**src/hw/rtl/c_keyword_counter_macros.svh**
```systemverilog
// ----------------------------------------------------------------------------
// c_keyword_counter_macros.svh
// Assertion macros shared by the keyword counter modules.
// ----------------------------------------------------------------------------
`ifndef C_KEYWORD_COUNTER_MACROS_SVH
`define C_KEYWORD_COUNTER_MACROS_SVH

`ifndef NO_ASSERTIONS

// Same-cycle implication, disabled while reset is asserted
`define CKC_ASSERT_IMP(name, clk, rst_n, ante, cons) \
    name: assert property (@(posedge clk) disable iff (!rst_n) (ante) |-> (cons)) \
        else $error("c_keyword_counter: assertion failed");

// Next-cycle implication, disabled while reset is asserted
`define CKC_ASSERT_NXT(name, clk, rst_n, ante, cons) \
    name: assert property (@(posedge clk) disable iff (!rst_n) (ante) |=> (cons)) \
        else $error("c_keyword_counter: assertion failed");

`else

`define CKC_ASSERT_IMP(name, clk, rst_n, ante, cons)
`define CKC_ASSERT_NXT(name, clk, rst_n, ante, cons)

`endif

`endif

```
**src/hw/rtl/ckc_pkg.sv**
```systemverilog
// ----------------------------------------------------------------------------
// ckc_pkg
// Types, constants and keyword table of the C keyword counter.
// ----------------------------------------------------------------------------
package ckc_pkg;

    localparam int MAX_KEY_LEN_DEF  = 8;
    localparam int NUM_KEYWORDS_DEF = 12;
    localparam int EVENT_DEPTH_DEF  = 4;
    localparam int COUNT_BITS       = 16;
    localparam int TABLE_SIZE       = 12;
    localparam int KW_TEXT_LEN      = 8;
    localparam int KW_SEL_BITS      = 4;
    localparam int KEY_INDEX_BITS   = 4;

    localparam logic [7:0] CH_SLASH     = 8'h2F;
    localparam logic [7:0] CH_STAR      = 8'h2A;
    localparam logic [7:0] CH_QUOTE     = 8'h22;
    localparam logic [7:0] CH_HASH      = 8'h23;
    localparam logic [7:0] CH_BACKSLASH = 8'h5C;
    localparam logic [7:0] CH_NEWLINE   = 8'h0A;
    localparam logic [7:0] CH_UNDERLINE = 8'h5F;

    typedef struct packed {
        logic [7:0] text_byte;
        logic       end_of_text;
    } text_item_t;

    typedef struct packed {
        logic [KEY_INDEX_BITS-1:0] keyword_index;
        logic [COUNT_BITS-1:0]     keyword_count;
        logic                      final_entry;
    } count_item_t;

    // One closed word or end of text, as handed from the lexer to the counters
    typedef struct packed {
        logic                   hit;
        logic [KW_SEL_BITS-1:0] sel;
        logic                   dump;
    } kw_event_t;

    typedef struct packed {
        logic full;
        logic empty;
    } q_status_t;

    function automatic logic is_alpha(input logic [7:0] b);
        return (b >= 8'h61 && b <= 8'h7A) || (b >= 8'h41 && b <= 8'h5A);
    endfunction

    function automatic logic is_word_byte(input logic [7:0] b);
        return is_alpha(b) || (b >= 8'h30 && b <= 8'h39) || (b == CH_UNDERLINE);
    endfunction

    function automatic int kw_len(input int k);
        int n;
        unique case (k)
            0:       n = 4;
            1:       n = 5;
            2:       n = 4;
            3:       n = 4;
            4:       n = 5;
            5:       n = 8;
            6:       n = 7;
            7:       n = 6;
            8:       n = 8;
            9:       n = 4;
            10:      n = 8;
            11:      n = 5;
            default: n = 0;
        endcase
        return n;
    endfunction

    // Right-justified text; first character in the highest used byte
    function automatic logic [8*KW_TEXT_LEN-1:0] kw_str(input int k);
        logic [8*KW_TEXT_LEN-1:0] s;
        unique case (k)
            0:       s = "auto";
            1:       s = "break";
            2:       s = "case";
            3:       s = "char";
            4:       s = "const";
            5:       s = "continue";
            6:       s = "default";
            7:       s = "printf";
            8:       s = "unsigned";
            9:       s = "void";
            10:      s = "volatile";
            11:      s = "while";
            default: s = '0;
        endcase
        return s;
    endfunction

    function automatic logic [7:0] kw_char(input int k, input int j);
        logic [8*KW_TEXT_LEN-1:0] s;
        s = kw_str(k) << (8 * (KW_TEXT_LEN - kw_len(k)));
        return s[8*(KW_TEXT_LEN-1-j) +: 8];
    endfunction

endpackage

```
**src/hw/rtl/ckc_front.sv**
```systemverilog
// ----------------------------------------------------------------------------
// ckc_front
// Lexer: scans one byte per transfer, tracks comments, strings, directives
// and words, and matches each closed word against the keyword table.
// ----------------------------------------------------------------------------
`include "c_keyword_counter_macros.svh"

module ckc_front
    import ckc_pkg::*;
#(
    parameter int MAX_KEY_LEN  = MAX_KEY_LEN_DEF,
    parameter int NUM_KEYWORDS = NUM_KEYWORDS_DEF
)
(
    input  logic       clk,
    input  logic       rst_n,
    input  logic       accept,
    input  text_item_t text_item,
    output logic       ev_write,
    output kw_event_t  ev
);

    localparam int IDX_W  = $clog2(MAX_KEY_LEN);
    localparam int LEN_W  = $clog2(MAX_KEY_LEN + 1);
    localparam int ACTIVE = (NUM_KEYWORDS < TABLE_SIZE) ? NUM_KEYWORDS : TABLE_SIZE;

    localparam logic [3:0] M_NORMAL        = 4'd0;
    localparam logic [3:0] M_SLASH         = 4'd1;
    localparam logic [3:0] M_COMMENT       = 4'd2;
    localparam logic [3:0] M_COMMENT_STAR  = 4'd3;
    localparam logic [3:0] M_STRING        = 4'd4;
    localparam logic [3:0] M_STRING_ESC    = 4'd5;
    localparam logic [3:0] M_DIRECTIVE     = 4'd6;
    localparam logic [3:0] M_DIRECTIVE_ESC = 4'd7;
    localparam logic [3:0] M_BACKSLASH     = 4'd8;
    localparam logic [3:0] M_WORD          = 4'd9;

    logic [3:0]       mode_reg, mode_next;
    logic [LEN_W-1:0] len_reg, len_next;
    logic             ovl_reg, ovl_next;
    logic             letter_reg, letter_next;
    logic [7:0]       chars_reg  [MAX_KEY_LEN];
    logic [7:0]       chars_next [MAX_KEY_LEN];

    logic [7:0]       b;
    logic             last;
    logic             b_word;
    logic [3:0]       tok_mode;
    logic             tok_start;
    logic             start;
    logic             append;
    logic             close_cur;
    logic             close_end;

    logic [7:0]       w_chars [MAX_KEY_LEN];
    logic [LEN_W-1:0] w_len;
    logic             w_ok;
    logic             found;
    logic [KW_SEL_BITS-1:0] found_sel;

    assign b      = text_item.text_byte;
    assign last   = text_item.end_of_text;
    assign b_word = is_word_byte(b);

    // Where a fresh token would go for this byte
    always_comb
    begin
        tok_start = 1'b0;
        priority if (b == CH_SLASH)
            tok_mode = M_SLASH;
        else if (b == CH_QUOTE)
            tok_mode = M_STRING;
        else if (b == CH_HASH)
            tok_mode = M_DIRECTIVE;
        else if (b == CH_BACKSLASH)
            tok_mode = M_BACKSLASH;
        else if (b_word)
        begin
            tok_mode  = M_WORD;
            tok_start = 1'b1;
        end
        else
            tok_mode = M_NORMAL;
    end

    always_comb
    begin
        mode_next = mode_reg;
        start     = 1'b0;
        append    = 1'b0;
        close_cur = 1'b0;
        unique case (mode_reg)
            M_SLASH:
            begin
                if (b == CH_STAR)
                    mode_next = M_COMMENT;
                else
                begin
                    mode_next = tok_mode;
                    start     = tok_start;
                end
            end
            M_COMMENT:
            begin
                if (b == CH_STAR)
                    mode_next = M_COMMENT_STAR;
            end
            M_COMMENT_STAR:
            begin
                if (b == CH_SLASH)
                    mode_next = M_NORMAL;
                else if (b != CH_STAR)
                    mode_next = M_COMMENT;
            end
            M_STRING:
            begin
                if (b == CH_BACKSLASH)
                    mode_next = M_STRING_ESC;
                else if (b == CH_QUOTE)
                    mode_next = M_NORMAL;
            end
            M_STRING_ESC:
                mode_next = M_STRING;
            M_DIRECTIVE:
            begin
                if (b == CH_BACKSLASH)
                    mode_next = M_DIRECTIVE_ESC;
                else if (b == CH_NEWLINE)
                    mode_next = M_NORMAL;
            end
            M_DIRECTIVE_ESC:
                mode_next = M_DIRECTIVE;
            M_BACKSLASH:
            begin
                mode_next = b_word ? M_WORD : M_NORMAL;
                start     = b_word;
            end
            M_WORD:
            begin
                if (b_word)
                    append = 1'b1;
                else
                begin
                    close_cur = 1'b1;
                    mode_next = tok_mode;
                end
            end
            default:
            begin
                mode_next = tok_mode;
                start     = tok_start;
            end
        endcase
    end

    // Word buffer update
    always_comb
    begin
        len_next    = len_reg;
        ovl_next    = ovl_reg;
        letter_next = letter_reg;
        chars_next  = chars_reg;
        if (start)
        begin
            chars_next[0] = b;
            len_next      = LEN_W'(1);
            ovl_next      = 1'b0;
            letter_next   = is_alpha(b);
        end
        else if (append)
        begin
            if (len_reg < LEN_W'(MAX_KEY_LEN))
            begin
                chars_next[len_reg[IDX_W-1:0]] = b;
                len_next = len_reg + LEN_W'(1);
            end
            else
                ovl_next = 1'b1;
        end
        else if (close_cur)
        begin
            len_next    = '0;
            ovl_next    = 1'b0;
            letter_next = 1'b0;
        end
    end

    // End of text closes whatever word is still open after this byte
    assign close_end = last && (mode_next == M_WORD);

    always_comb
    begin
        if (close_cur)
        begin
            w_chars = chars_reg;
            w_len   = len_reg;
            w_ok    = letter_reg && !ovl_reg;
        end
        else
        begin
            w_chars = chars_next;
            w_len   = len_next;
            w_ok    = letter_next && !ovl_next;
        end
    end

    always_comb
    begin
        logic eq;
        found     = 1'b0;
        found_sel = '0;
        for (int k = 0; k < ACTIVE; k++)
        begin
            eq = (w_len == LEN_W'(kw_len(k)));
            for (int j = 0; j < KW_TEXT_LEN; j++)
            begin
                if (j < kw_len(k))
                    eq = eq && (w_chars[j] == kw_char(k, j));
            end
            if (eq && !found)
            begin
                found     = 1'b1;
                found_sel = KW_SEL_BITS'(k);
            end
        end
    end

    assign ev.hit   = (close_cur || close_end) && w_ok && found;
    assign ev.sel   = found_sel;
    assign ev.dump  = last;
    assign ev_write = accept && (ev.hit || ev.dump);

    always_ff @(posedge clk or negedge rst_n)
    begin
        if (!rst_n)
        begin
            mode_reg   <= M_NORMAL;
            len_reg    <= '0;
            ovl_reg    <= 1'b0;
            letter_reg <= 1'b0;
        end
        else if (accept)
        begin
            // End of text starts the next text from scratch
            if (last)
            begin
                mode_reg   <= M_NORMAL;
                len_reg    <= '0;
                ovl_reg    <= 1'b0;
                letter_reg <= 1'b0;
            end
            else
            begin
                mode_reg   <= mode_next;
                len_reg    <= len_next;
                ovl_reg    <= ovl_next;
                letter_reg <= letter_next;
            end
        end
    end

    always_ff @(posedge clk)
    begin
        if (accept)
            chars_reg <= chars_next;
    end

    `CKC_ASSERT_IMP(a_len_range, clk, rst_n, 1'b1, len_reg <= LEN_W'(MAX_KEY_LEN))
    `CKC_ASSERT_IMP(a_word_empty_outside, clk, rst_n, mode_reg != M_WORD, len_reg == '0)
    `CKC_ASSERT_NXT(a_end_resets, clk, rst_n, accept && last, mode_reg == M_NORMAL)

endmodule

```
**src/hw/rtl/ckc_queue.sv**
```systemverilog
// ----------------------------------------------------------------------------
// ckc_queue
// Short event queue between the lexer and the counter bank.
// ----------------------------------------------------------------------------
`include "c_keyword_counter_macros.svh"

module ckc_queue
    import ckc_pkg::*;
#(
    parameter int DEPTH = EVENT_DEPTH_DEF
)
(
    input  logic      clk,
    input  logic      rst_n,
    input  logic      wr_en,
    input  kw_event_t wr_data,
    input  logic      rd_en,
    output kw_event_t head,
    output q_status_t status
);

    localparam int AW    = (DEPTH > 1) ? $clog2(DEPTH) : 1;
    localparam int CNT_W = $clog2(DEPTH + 1);

    kw_event_t        mem [DEPTH];
    logic [AW-1:0]    wr_ptr_reg, wr_ptr_next;
    logic [AW-1:0]    rd_ptr_reg, rd_ptr_next;
    logic [CNT_W-1:0] count_reg, count_next;

    assign status.full  = (count_reg == CNT_W'(DEPTH));
    assign status.empty = (count_reg == '0);
    assign head         = mem[rd_ptr_reg];

    always_comb
    begin
        wr_ptr_next = wr_ptr_reg;
        rd_ptr_next = rd_ptr_reg;
        count_next  = count_reg;
        if (wr_en)
            wr_ptr_next = (wr_ptr_reg == AW'(DEPTH - 1)) ? '0 : wr_ptr_reg + AW'(1);
        if (rd_en)
            rd_ptr_next = (rd_ptr_reg == AW'(DEPTH - 1)) ? '0 : rd_ptr_reg + AW'(1);
        if (wr_en && !rd_en)
            count_next = count_reg + CNT_W'(1);
        else if (rd_en && !wr_en)
            count_next = count_reg - CNT_W'(1);
    end

    always_ff @(posedge clk or negedge rst_n)
    begin
        if (!rst_n)
        begin
            wr_ptr_reg <= '0;
            rd_ptr_reg <= '0;
            count_reg  <= '0;
        end
        else
        begin
            wr_ptr_reg <= wr_ptr_next;
            rd_ptr_reg <= rd_ptr_next;
            count_reg  <= count_next;
        end
    end

    always_ff @(posedge clk)
    begin
        if (wr_en)
            mem[wr_ptr_reg] <= wr_data;
    end

    `CKC_ASSERT_IMP(a_count_range, clk, rst_n, 1'b1, count_reg <= CNT_W'(DEPTH))
    `CKC_ASSERT_IMP(a_no_overflow, clk, rst_n, wr_en, !status.full || rd_en)
    `CKC_ASSERT_IMP(a_no_underflow, clk, rst_n, rd_en, !status.empty)

endmodule

```
**src/hw/rtl/ckc_back.sv**
```systemverilog
// ----------------------------------------------------------------------------
// ckc_back
// Counter bank: applies keyword hits and, on end of text, streams out
// every count in table order while clearing it.
// ----------------------------------------------------------------------------
`include "c_keyword_counter_macros.svh"

module ckc_back
    import ckc_pkg::*;
#(
    parameter int NUM_KEYWORDS = NUM_KEYWORDS_DEF
)
(
    input  logic        clk,
    input  logic        rst_n,
    input  kw_event_t   head,
    input  q_status_t   q_status,
    output logic        q_pop,
    output logic        empty,
    input  logic        pop,
    output count_item_t count_item
);

    localparam int PTR_W = (NUM_KEYWORDS > 1) ? $clog2(NUM_KEYWORDS) : 1;
    localparam logic [COUNT_BITS-1:0] COUNT_MAX = '1;

    logic [COUNT_BITS-1:0] counts_reg [NUM_KEYWORDS];
    logic                  dump_reg, dump_next;
    logic [PTR_W-1:0]      ptr_reg, ptr_next;
    logic                  out_valid_reg, out_valid_next;
    count_item_t           out_reg, out_next;

    logic [PTR_W-1:0]      addr;
    logic [COUNT_BITS-1:0] cur;
    logic                  out_free;
    logic                  emit;
    logic                  at_last;
    logic                  bump;

    assign out_free = !out_valid_reg || pop;
    assign q_pop    = !dump_reg && !q_status.empty;
    assign emit     = dump_reg && out_free;
    assign at_last  = (ptr_reg == PTR_W'(NUM_KEYWORDS - 1));

    // One shared read port: the dump pointer while streaming, else the hit index
    assign addr = dump_reg ? ptr_reg : PTR_W'(head.sel);
    assign cur  = counts_reg[addr];
    assign bump = q_pop && head.hit && (cur != COUNT_MAX);

    always_comb
    begin
        dump_next      = dump_reg;
        ptr_next       = ptr_reg;
        out_valid_next = out_valid_reg;
        out_next       = out_reg;
        if (pop)
            out_valid_next = 1'b0;
        if (q_pop && head.dump)
            dump_next = 1'b1;
        if (emit)
        begin
            out_next.keyword_index = KEY_INDEX_BITS'(ptr_reg);
            out_next.keyword_count = cur;
            out_next.final_entry   = at_last;
            out_valid_next         = 1'b1;
            ptr_next               = at_last ? '0 : ptr_reg + PTR_W'(1);
            if (at_last)
                dump_next = 1'b0;
        end
    end

    always_ff @(posedge clk or negedge rst_n)
    begin
        if (!rst_n)
        begin
            dump_reg      <= 1'b0;
            ptr_reg       <= '0;
            out_valid_reg <= 1'b0;
            for (int i = 0; i < NUM_KEYWORDS; i++)
                counts_reg[i] <= '0;
        end
        else
        begin
            dump_reg      <= dump_next;
            ptr_reg       <= ptr_next;
            out_valid_reg <= out_valid_next;
            // Clear each count as it leaves so the next text starts from zero
            if (bump)
                counts_reg[addr] <= cur + COUNT_BITS'(1);
            else if (emit)
                counts_reg[addr] <= '0;
        end
    end

    always_ff @(posedge clk)
    begin
        out_reg <= out_next;
    end

    assign empty      = !out_valid_reg;
    assign count_item = out_reg;

    `CKC_ASSERT_IMP(a_ptr_range, clk, rst_n, 1'b1, ptr_reg <= PTR_W'(NUM_KEYWORDS - 1))
    `CKC_ASSERT_IMP(a_ptr_idle_zero, clk, rst_n, !dump_reg, ptr_reg == '0)
    `CKC_ASSERT_NXT(a_final_ends_dump, clk, rst_n, emit && at_last, !dump_reg)
    `CKC_ASSERT_NXT(a_dump_starts, clk, rst_n, q_pop && head.dump, dump_reg)

endmodule

```
**src/hw/rtl/c_keyword_counter.sv**
```systemverilog
// ----------------------------------------------------------------------------
// c_keyword_counter
// Counts C keywords in a byte stream of source text and dumps the counts
// at the end of each text.
//
//   Channel  Handshake       Payload        Transfer
//   input    push / full     text_item_t    push && !full
//   output   empty / pop     count_item_t   pop && !empty
//
// The lexer takes one byte every cycle while not full; a closed keyword or an
// end of text enters the event queue at the same transfer. The counter bank
// applies one event per cycle; an end of text makes it stream NUM_KEYWORDS
// results, one per cycle while pop keeps up, during which new events wait in
// the queue (EVENT_DEPTH entries) and full rises once it is filled. With the
// queue idle, an end of text passes the queue and dump flag before the first
// count is registered. Reset clears the counts at once; no clearing pass.
// ----------------------------------------------------------------------------
module c_keyword_counter
    import ckc_pkg::*;
#(
    parameter int MAX_KEY_LEN  = MAX_KEY_LEN_DEF,
    parameter int NUM_KEYWORDS = NUM_KEYWORDS_DEF,
    parameter int EVENT_DEPTH  = EVENT_DEPTH_DEF
)
(
    input  logic        clk,
    input  logic        rst_n,
    input  logic        push,
    output logic        full,
    input  text_item_t  text_item,
    output logic        empty,
    input  logic        pop,
    output count_item_t count_item
);

    logic      accept;
    logic      ev_write;
    kw_event_t ev;
    kw_event_t head;
    q_status_t q_status;
    logic      q_pop;

    assign full   = q_status.full;
    assign accept = push && !q_status.full;

    ckc_front #(
        .MAX_KEY_LEN  (MAX_KEY_LEN),
        .NUM_KEYWORDS (NUM_KEYWORDS)
    ) u_front (
        .clk       (clk),
        .rst_n     (rst_n),
        .accept    (accept),
        .text_item (text_item),
        .ev_write  (ev_write),
        .ev        (ev)
    );

    ckc_queue #(
        .DEPTH (EVENT_DEPTH)
    ) u_queue (
        .clk     (clk),
        .rst_n   (rst_n),
        .wr_en   (ev_write),
        .wr_data (ev),
        .rd_en   (q_pop),
        .head    (head),
        .status  (q_status)
    );

    ckc_back #(
        .NUM_KEYWORDS (NUM_KEYWORDS)
    ) u_back (
        .clk        (clk),
        .rst_n      (rst_n),
        .head       (head),
        .q_status   (q_status),
        .q_pop      (q_pop),
        .empty      (empty),
        .pop        (pop),
        .count_item (count_item)
    );

endmodule

```
**config.mk**
```make
export PLATFORM = sky130hd
export DESIGN_NAME = c_keyword_counter
export DESIGN_NICKNAME = d
export VERILOG_FILES = /design/src/hw/rtl/ckc_pkg.sv /design/src/hw/rtl/ckc_front.sv /design/src/hw/rtl/ckc_queue.sv /design/src/hw/rtl/ckc_back.sv /design/src/hw/rtl/c_keyword_counter.sv
export VERILOG_INCLUDE_DIRS = /design/src /design/src/hw/rtl
export SDC_FILE = /design/constraint.sdc
export NUM_CORES = 1
export LEC_CHECK = 0
export ABC_AREA = 0
export BUFFER_PORTS_ARGS = -buffer_cell sky130_fd_sc_hd__buf_2
export CORE_ASPECT_RATIO = 0.7
export CORE_UTILIZATION = 25
export CTS_CLUSTER_DIAMETER = 50
export CTS_CLUSTER_SIZE = 16
export DETAILED_ROUTE_END_ITERATION = 10
export GPL_TIMING_DRIVEN = 1
export PLACE_DENSITY = 0.51
export SYNTH_ARGS = -nofsm -noshare
export SYNTH_HDL_FRONTEND = slang
export SYNTH_SLANG_ARGS = --single-unit
```
**constraint.sdc**
```tcl
create_clock -name clk -period 11.2 [get_ports clk]
set_input_delay 2.24 -clock clk [delete_from_list [all_inputs] [get_ports clk]]
set_output_delay 2.24 -clock clk [all_outputs]
set_load 0.005 [all_outputs]
```
Yosys cells after proc, flatten, opt, wreduce, memory -nomap -nowiden:

Memory sizes are Yosys's and may differ from the RTL's.
Index checks and enable logic that the tools add are counted.

* add/sub/neg operators: 7
* magnitude comparators: 11
* eq/ne operators: 77
* multiplexer cells: 94
* bitwise gates (word level): 4
* reductions and logical operators: 127

Operator list (count)
* 8-bit by 7-bit == test with 1-bit output (second input constant): 51
* 192-bit two-way mux: 2
* 192-bit bitwise AND: 1
* 192-bit bitwise mux: 1
* 64-bit two-way mux: 3
* 192-bit NOT: 1
* 4-bit two-way mux: 33
* 1-bit logical AND: 97
* 16-bit binary-select mux with 4-bit select: 1
* 64-bit bitwise mux: 1
* 16-bit demux with 4-bit select: 1
* 56-bit two-way mux: 1
* 16-bit two-way mux: 3
* 1-bit two-way mux: 39
* 4-bit case mux with 9 select lines: 1
* 4-bit by 3-bit == test with 1-bit output (second input constant): 8
* 8-bit by 6-bit == test with 1-bit output (second input constant): 4
* 8-bit demux with 3-bit select: 1
* 4-bit == test (second input constant): 5
* 1-bit logical NOT: 19
* 16-bit by 1-bit adder with 16-bit output (second input constant): 1
* 8-bit by 7-bit greater-or-equal comparator with 1-bit output (second input constant): 2
* 8-bit by 7-bit <= comparator with 1-bit output (second input constant): 2
* 8-bit two-way mux: 2
* 27 further kinds: 40

* register bits: 300
* bits in writable memories: 24
* bits of input ports: 13
* output and inout bits: 23
* word-level logic and storage cells: 354
* memories: 1

Memory list
* u_queue.mem: words 4, width 6, read ports 1, clocked after Yosys merged registers in 0, wr ports 1, RTL line ckc_queue.sv:25 `kw_event_t mem [DEPTH];`

Logic depth before layout (Yosys ltp):

* depth in word-level cells: 60
* mapped depth: 21
* mapped depth without buffers: 17

Cells and area by module:

Synthesis repeated with hierarchy kept, for this count alone.

* cell total of the unflattened synthesis: 1692
* area, all modules: 18560.3 sq um

Modules (own cells, without submodules)
* ckc_back: times used 1, cells each 932, area each 11090.6 sq um, sequential area each 5585.4 sq um
* ckc_front: times used 1, cells each 690, area each 6173.4 sq um, sequential area each 2172.1 sq um
* ckc_queue: times used 1, cells each 69, area each 1282.5 sq um, sequential area each 895.9 sq um
* c_keyword_counter: times used 1, cells each 1, area each 13.8 sq um, sequential area each 0.0 sq um

Worst setup path after synthesis:

OpenSTA, ideal clock, no wires.

* path kind: in2reg
* start: input port text_item[7] in the netlist's numbering
* end: register u_queue.count_reg[2]
* setup time: 79 ps
* data arrival time: 6582 ps
* data required time: 11121 ps
* slack: 4539 ps
* stages: 17
* path buffers: 1
* cells stage by stage: buf_6 or4b_4 o311a_1 a21bo_2 nand2_2 mux2_2 or4_1 or4b_1 o211ai_1 o41ai_2 a21oi_1 ha_1 inv_1 fa_1 xor2_1 nor2_1 xor2_1

* word-level cells in the longest chain between the ends: 59
* elaborated cells between the ends (all ways): 231
* those cells by class: order compare (6); eq/ne (63); mux (55); reduce/logical (107)

Ends and longest elaborated chain
* start: declaration: RTL line c_keyword_counter.sv:30 `input text_item_t text_item,`
* 8-bit by 7-bit greater-or-equal comparator with 1-bit output / 8-bit by 7-bit <= comparator with 1-bit output (equally long branches): RTL line ckc_pkg.sv:48 `return (b >= 8'h61 && b <= 8'h7A) || (b >= 8'h41 && b <= 8'h5A);`
* 1-bit logical AND: RTL line ckc_pkg.sv:48
* 1-bit logical OR: RTL line ckc_pkg.sv:48
* 1-bit logical OR (2 in a row): RTL line ckc_pkg.sv:52 `return is_alpha(b) || (b >= 8'h30 && b <= 8'h39) || (b == CH_UNDERLINE);`
* 1-bit two-way mux: RTL line ckc_front.sv:77, ckc_front.sv:140
* 1-bit two-way mux: RTL line ckc_front.sv:75 `else if (b == CH_BACKSLASH)`
* 1-bit two-way mux: RTL line ckc_front.sv:73 `else if (b == CH_HASH)`
* 1-bit two-way mux: RTL line ckc_front.sv:71 `else if (b == CH_QUOTE)`
* [43 not listed]
* 1-bit two-way mux: RTL line ckc_front.sv:220 `if (eq && !found)`
* 1-bit logical AND *: RTL line ckc_front.sv:228 `assign ev.hit = (close_cur || close_end) && w_ok && found;`
* 1-bit logical OR *: RTL line ckc_front.sv:231 `assign ev_write = accept && (ev.hit || ev.dump);`
* 1-bit logical AND *: RTL line ckc_front.sv:231
* via ev_write: RTL line c_keyword_counter.sv:37 `logic ev_write;`
* 1-bit logical NOT: RTL line ckc_queue.sv:45 `else if (rd_en && !wr_en)`
* 1-bit logical AND: RTL line ckc_queue.sv:45
* 2-bit nonzero test (no line)
* end signal: assignment: RTL line ckc_queue.sv:61 `count_reg <= count_next;`
* end: declaration: RTL line ckc_queue.sv:28 `logic [CNT_W-1:0] count_reg, count_next;`

Mark *: on every way through the listed nets, which the timed path passes. The rest lies on a longest branch.
A chain may end at the register's enable or synchronous reset.

Final worst setup path:

* start: input port text_item[2] in the netlist's numbering
* end: register u_queue.count_reg[2]

Same word-level chain as after synthesis.

==> qor.csv <==
metric;value;unit
status;finished clean;
Layout area overhead;12.1;%
DP HPWL;41800;um
CP max FO;29;
Chip Height;227;um
post-synth cell types;108;
fmax;128;MHz
max reg flops;192;
Compound-Gate Fraction of Synth Area;19.5;%
RR Endpoint;u_queue.count_reg[2]$_DFFE_PN0P_;
layout cell share with drive strength beyond 1;16.7;%
syn avg cell area;11.3;um2
TritonRoute pass-1 iters;5;
FILL cells;7388;
post-synth design cell area;18100;um2
Final Cell Area;20200;um2
first-pass GRT wire length;91500;um
clock skew;0.0495;ns
Register-to-Register Setup Slack;5.34;ns
initial core utilization;25.3;%
EDFF count, synth;109;
clock root cell;clkbuf_16;
largest family of logic cells by synthesized area;compound AO/OA/AOI/OAI gates;
# rows;82;
final period utilization;69.7;%
Main synth FF type;dfrtp_1;
Mapped Nets;1616;
vias per inst;5.49;
CTS tree;yes;
H-tree depth;2;
largest net degree at the start of global routing;91;
post-synth top area cell;dfrtp_1;
min Tclk post-route;7.81;ns
CP Data Required Time;11.70;ns
Adder-Cell Fraction of Synth Area;0.734;%
max-cap violation count;0;
crit path DAT;8.31;ns
synth cell count leaders;215 x dfrtp_1, 181 x a22o_1, 143 x nand2_1, 109 x edfxtp_1, 70 x nor2_1;
1st-iter DRT viols;1315;
XOR/XNOR Fraction of Synth Area;0.727;%
Synth Area in Simple Gates;15.7;%
Leakage;8.01;nW
post_cts resized;0;
critical path class;primary input to flip-flop;
Layout Cells excl Fill;2555;
VDD IR max;102;uV
Setup TNS;0;ns
Final Hold Vio Count;0;
ranking of synthesized cells by area;dfrtp_1 30%, edfxtp_1 18%, a22o_1 8.8%, mux4_2 5.2%, mux2_2 3.1%;
Worst Slack Setup Final;3.39;ns
initial antenna violation count;0;
number of global-route vias before repair;13800;
wire length per cell;23.8;um
# nets final;1578;
total grt overflow;0;
post-CTS setup buffers;0;
dpl cells;2479;
register bit total from synthesis;324;
post-synthesis sequential area ratio;47.9;%
Post-Synthesis Cells;1593;
Critical Path Source Type;primary input;
Worst Setup End Kind;flip-flop;
Clock Latency Late Sink;0.60;ns
area of placed instances;18900;um2
drt total wl;60900;um
gpl congestion;1.00;
DRC violation count after routing;0;
Cell Pwr Density;216;nW/um2
clk slew on worst S/H paths;0.06;ns
# setup viols final;0;
# IOs;36;
multiplexer area fraction after synthesis;10.5;%
Worst Max-Slew Pin Slew;1.26;ns
Hold Startpoint;u_back.counts_reg[144]$_DFFE_PN0P_;
HP Class;flip-flop to flip-flop;
post-synth top area share;29.8;%
IO Port Bufs;35;
core area;71500;um2
Die Wd;323;um
Min-Delay Endpoint;u_back.counts_reg[144]$_DFFE_PN0P_;
RSZ-0062 raised after global routing;no;
Reg-to-Reg Start;u_front.mode_reg[2]$_DFFE_PN0P_;
worst r2r path cells;16;
CTS max path bufs;3;
overall track demand over capacity in global routing;16.6;%
fin. max-slew vios;0;
Antenna Nets Post-Route;0;
Sink Count;324;
most frequent cell after synthesis;dfrtp_1;
hold depth;1;
Post-Place Setup Slack;2.96;ns
Rel. slew slack;15.6;%
die area;73400;um2
yosys warns;0;
fin util;28.3;%
Hold-fix buffers, CTS;0;
Async SR Flop Fraction;66.4;%
Vias;14000;
total CTS buffers;40;
[critical path, stage by stage]
cell and delay (ns):
buf_2 0.31, a21oi_1 0.41, o21ai_1 0.28, o21ai_2 0.82
buf_4 0.39, nand4_1 0.53, mux2i_1 0.55, nor4b_1 0.60
nand4_1 0.23, o221ai_1 0.31, o41ai_2 0.19, a21oi_1 0.25
ha_1 0.22, inv_1 0.07, fa_1 0.43, xor2_1 0.17
nor2_1 0.11, xor2_1 0.15
[report_power, final]
part           internal [mW]  total, mW  switching (mW)
Clock                  0.767       1.34           0.574
Combinational          0.484       1.42           0.936
Sequential              1.45       1.61           0.164
[cell usage in the layout (no fill, tap or decap), drive strengths merged, types with 17 or more instances in the layout]
master	n
a21o	18
a21oi	54
a22o	181
a22oi	17
a32o	19
and3	20
buf	55
clkbuf	46
dfrtp	215
edfxtp	109
inv	44
mux2	49
mux2i	29
mux4	46
nand2	146
nand3	45
nand4	23
nor2	71
nor3	42
nor4	24
o21ai	43
[routing by layer]
metal | share of wire [%] | vias to the layer above | global-route usage, %
li1 | - | 6132 | -
met1 | 50 | 7278 | 25.5
met2 | 40 | 544 | 22.5
met3 | 9.0 | 68 | 4.76
met4 | 1.6 | 0 | 3.90
met5 | 0 | - | 0
[cell families after synthesis]
kind of cell               after synthesis
and+or+nand+nor                        503
AOI/OAI and AO/OA                      446
DFF                                    324
buffers and inverters                  171
muxes                                  124
xor gates and xnor gates                15
adders and majority gates               10
[through the flow]
| stage | hold WS, ns | power [mW] |
|---|---|---|
| after floorplan | 0.451 | 2.64 |
| after global placement | 0.469 | 3.02 |
| after detailed placement | 0.481 | 3.04 |
| after CTS | 0.493 | 4.40 |
| after global routing | 0.502 | 4.58 |
| final | 0.494 | 4.37 |
[how the worst max path moves through the flow]
stage	startpoint	endpoint	depth (start not counted)
CTS	text_item[7]	u_queue.count_reg[2]$_DFFE_PN0P_	18
floorplan	text_item[7]	u_queue.count_reg[2]$_DFFE_PN0P_	17
global route	text_item[1]	u_queue.count_reg[2]$_DFFE_PN0P_	18
finish	text_item[2]	u_queue.count_reg[2]$_DFFE_PN0P_	18
detailed placement	text_item[7]	u_queue.count_reg[2]$_DFFE_PN0P_	18
global placement	text_item[7]	u_queue.count_reg[2]$_DFFE_PN0P_	18
[cell type report]
type / instances / area (um2) / share of cell area [%]
flip-flops and latches: 324 / 8650 / 42.7
repair buffers: 55 / 335 / 1.66
multi-input cells: 1098 / 8540 / 42.2
well taps: 966 / 1210 / 5.97
clock inverters: 28 / 310 / 1.53
inverters: 36 / 135 / 0.668
diodes: 2 / 5.00 / 0.0247
clock buffers: 46 / 1050 / 5.21
(Power assumes the default switching activity.)
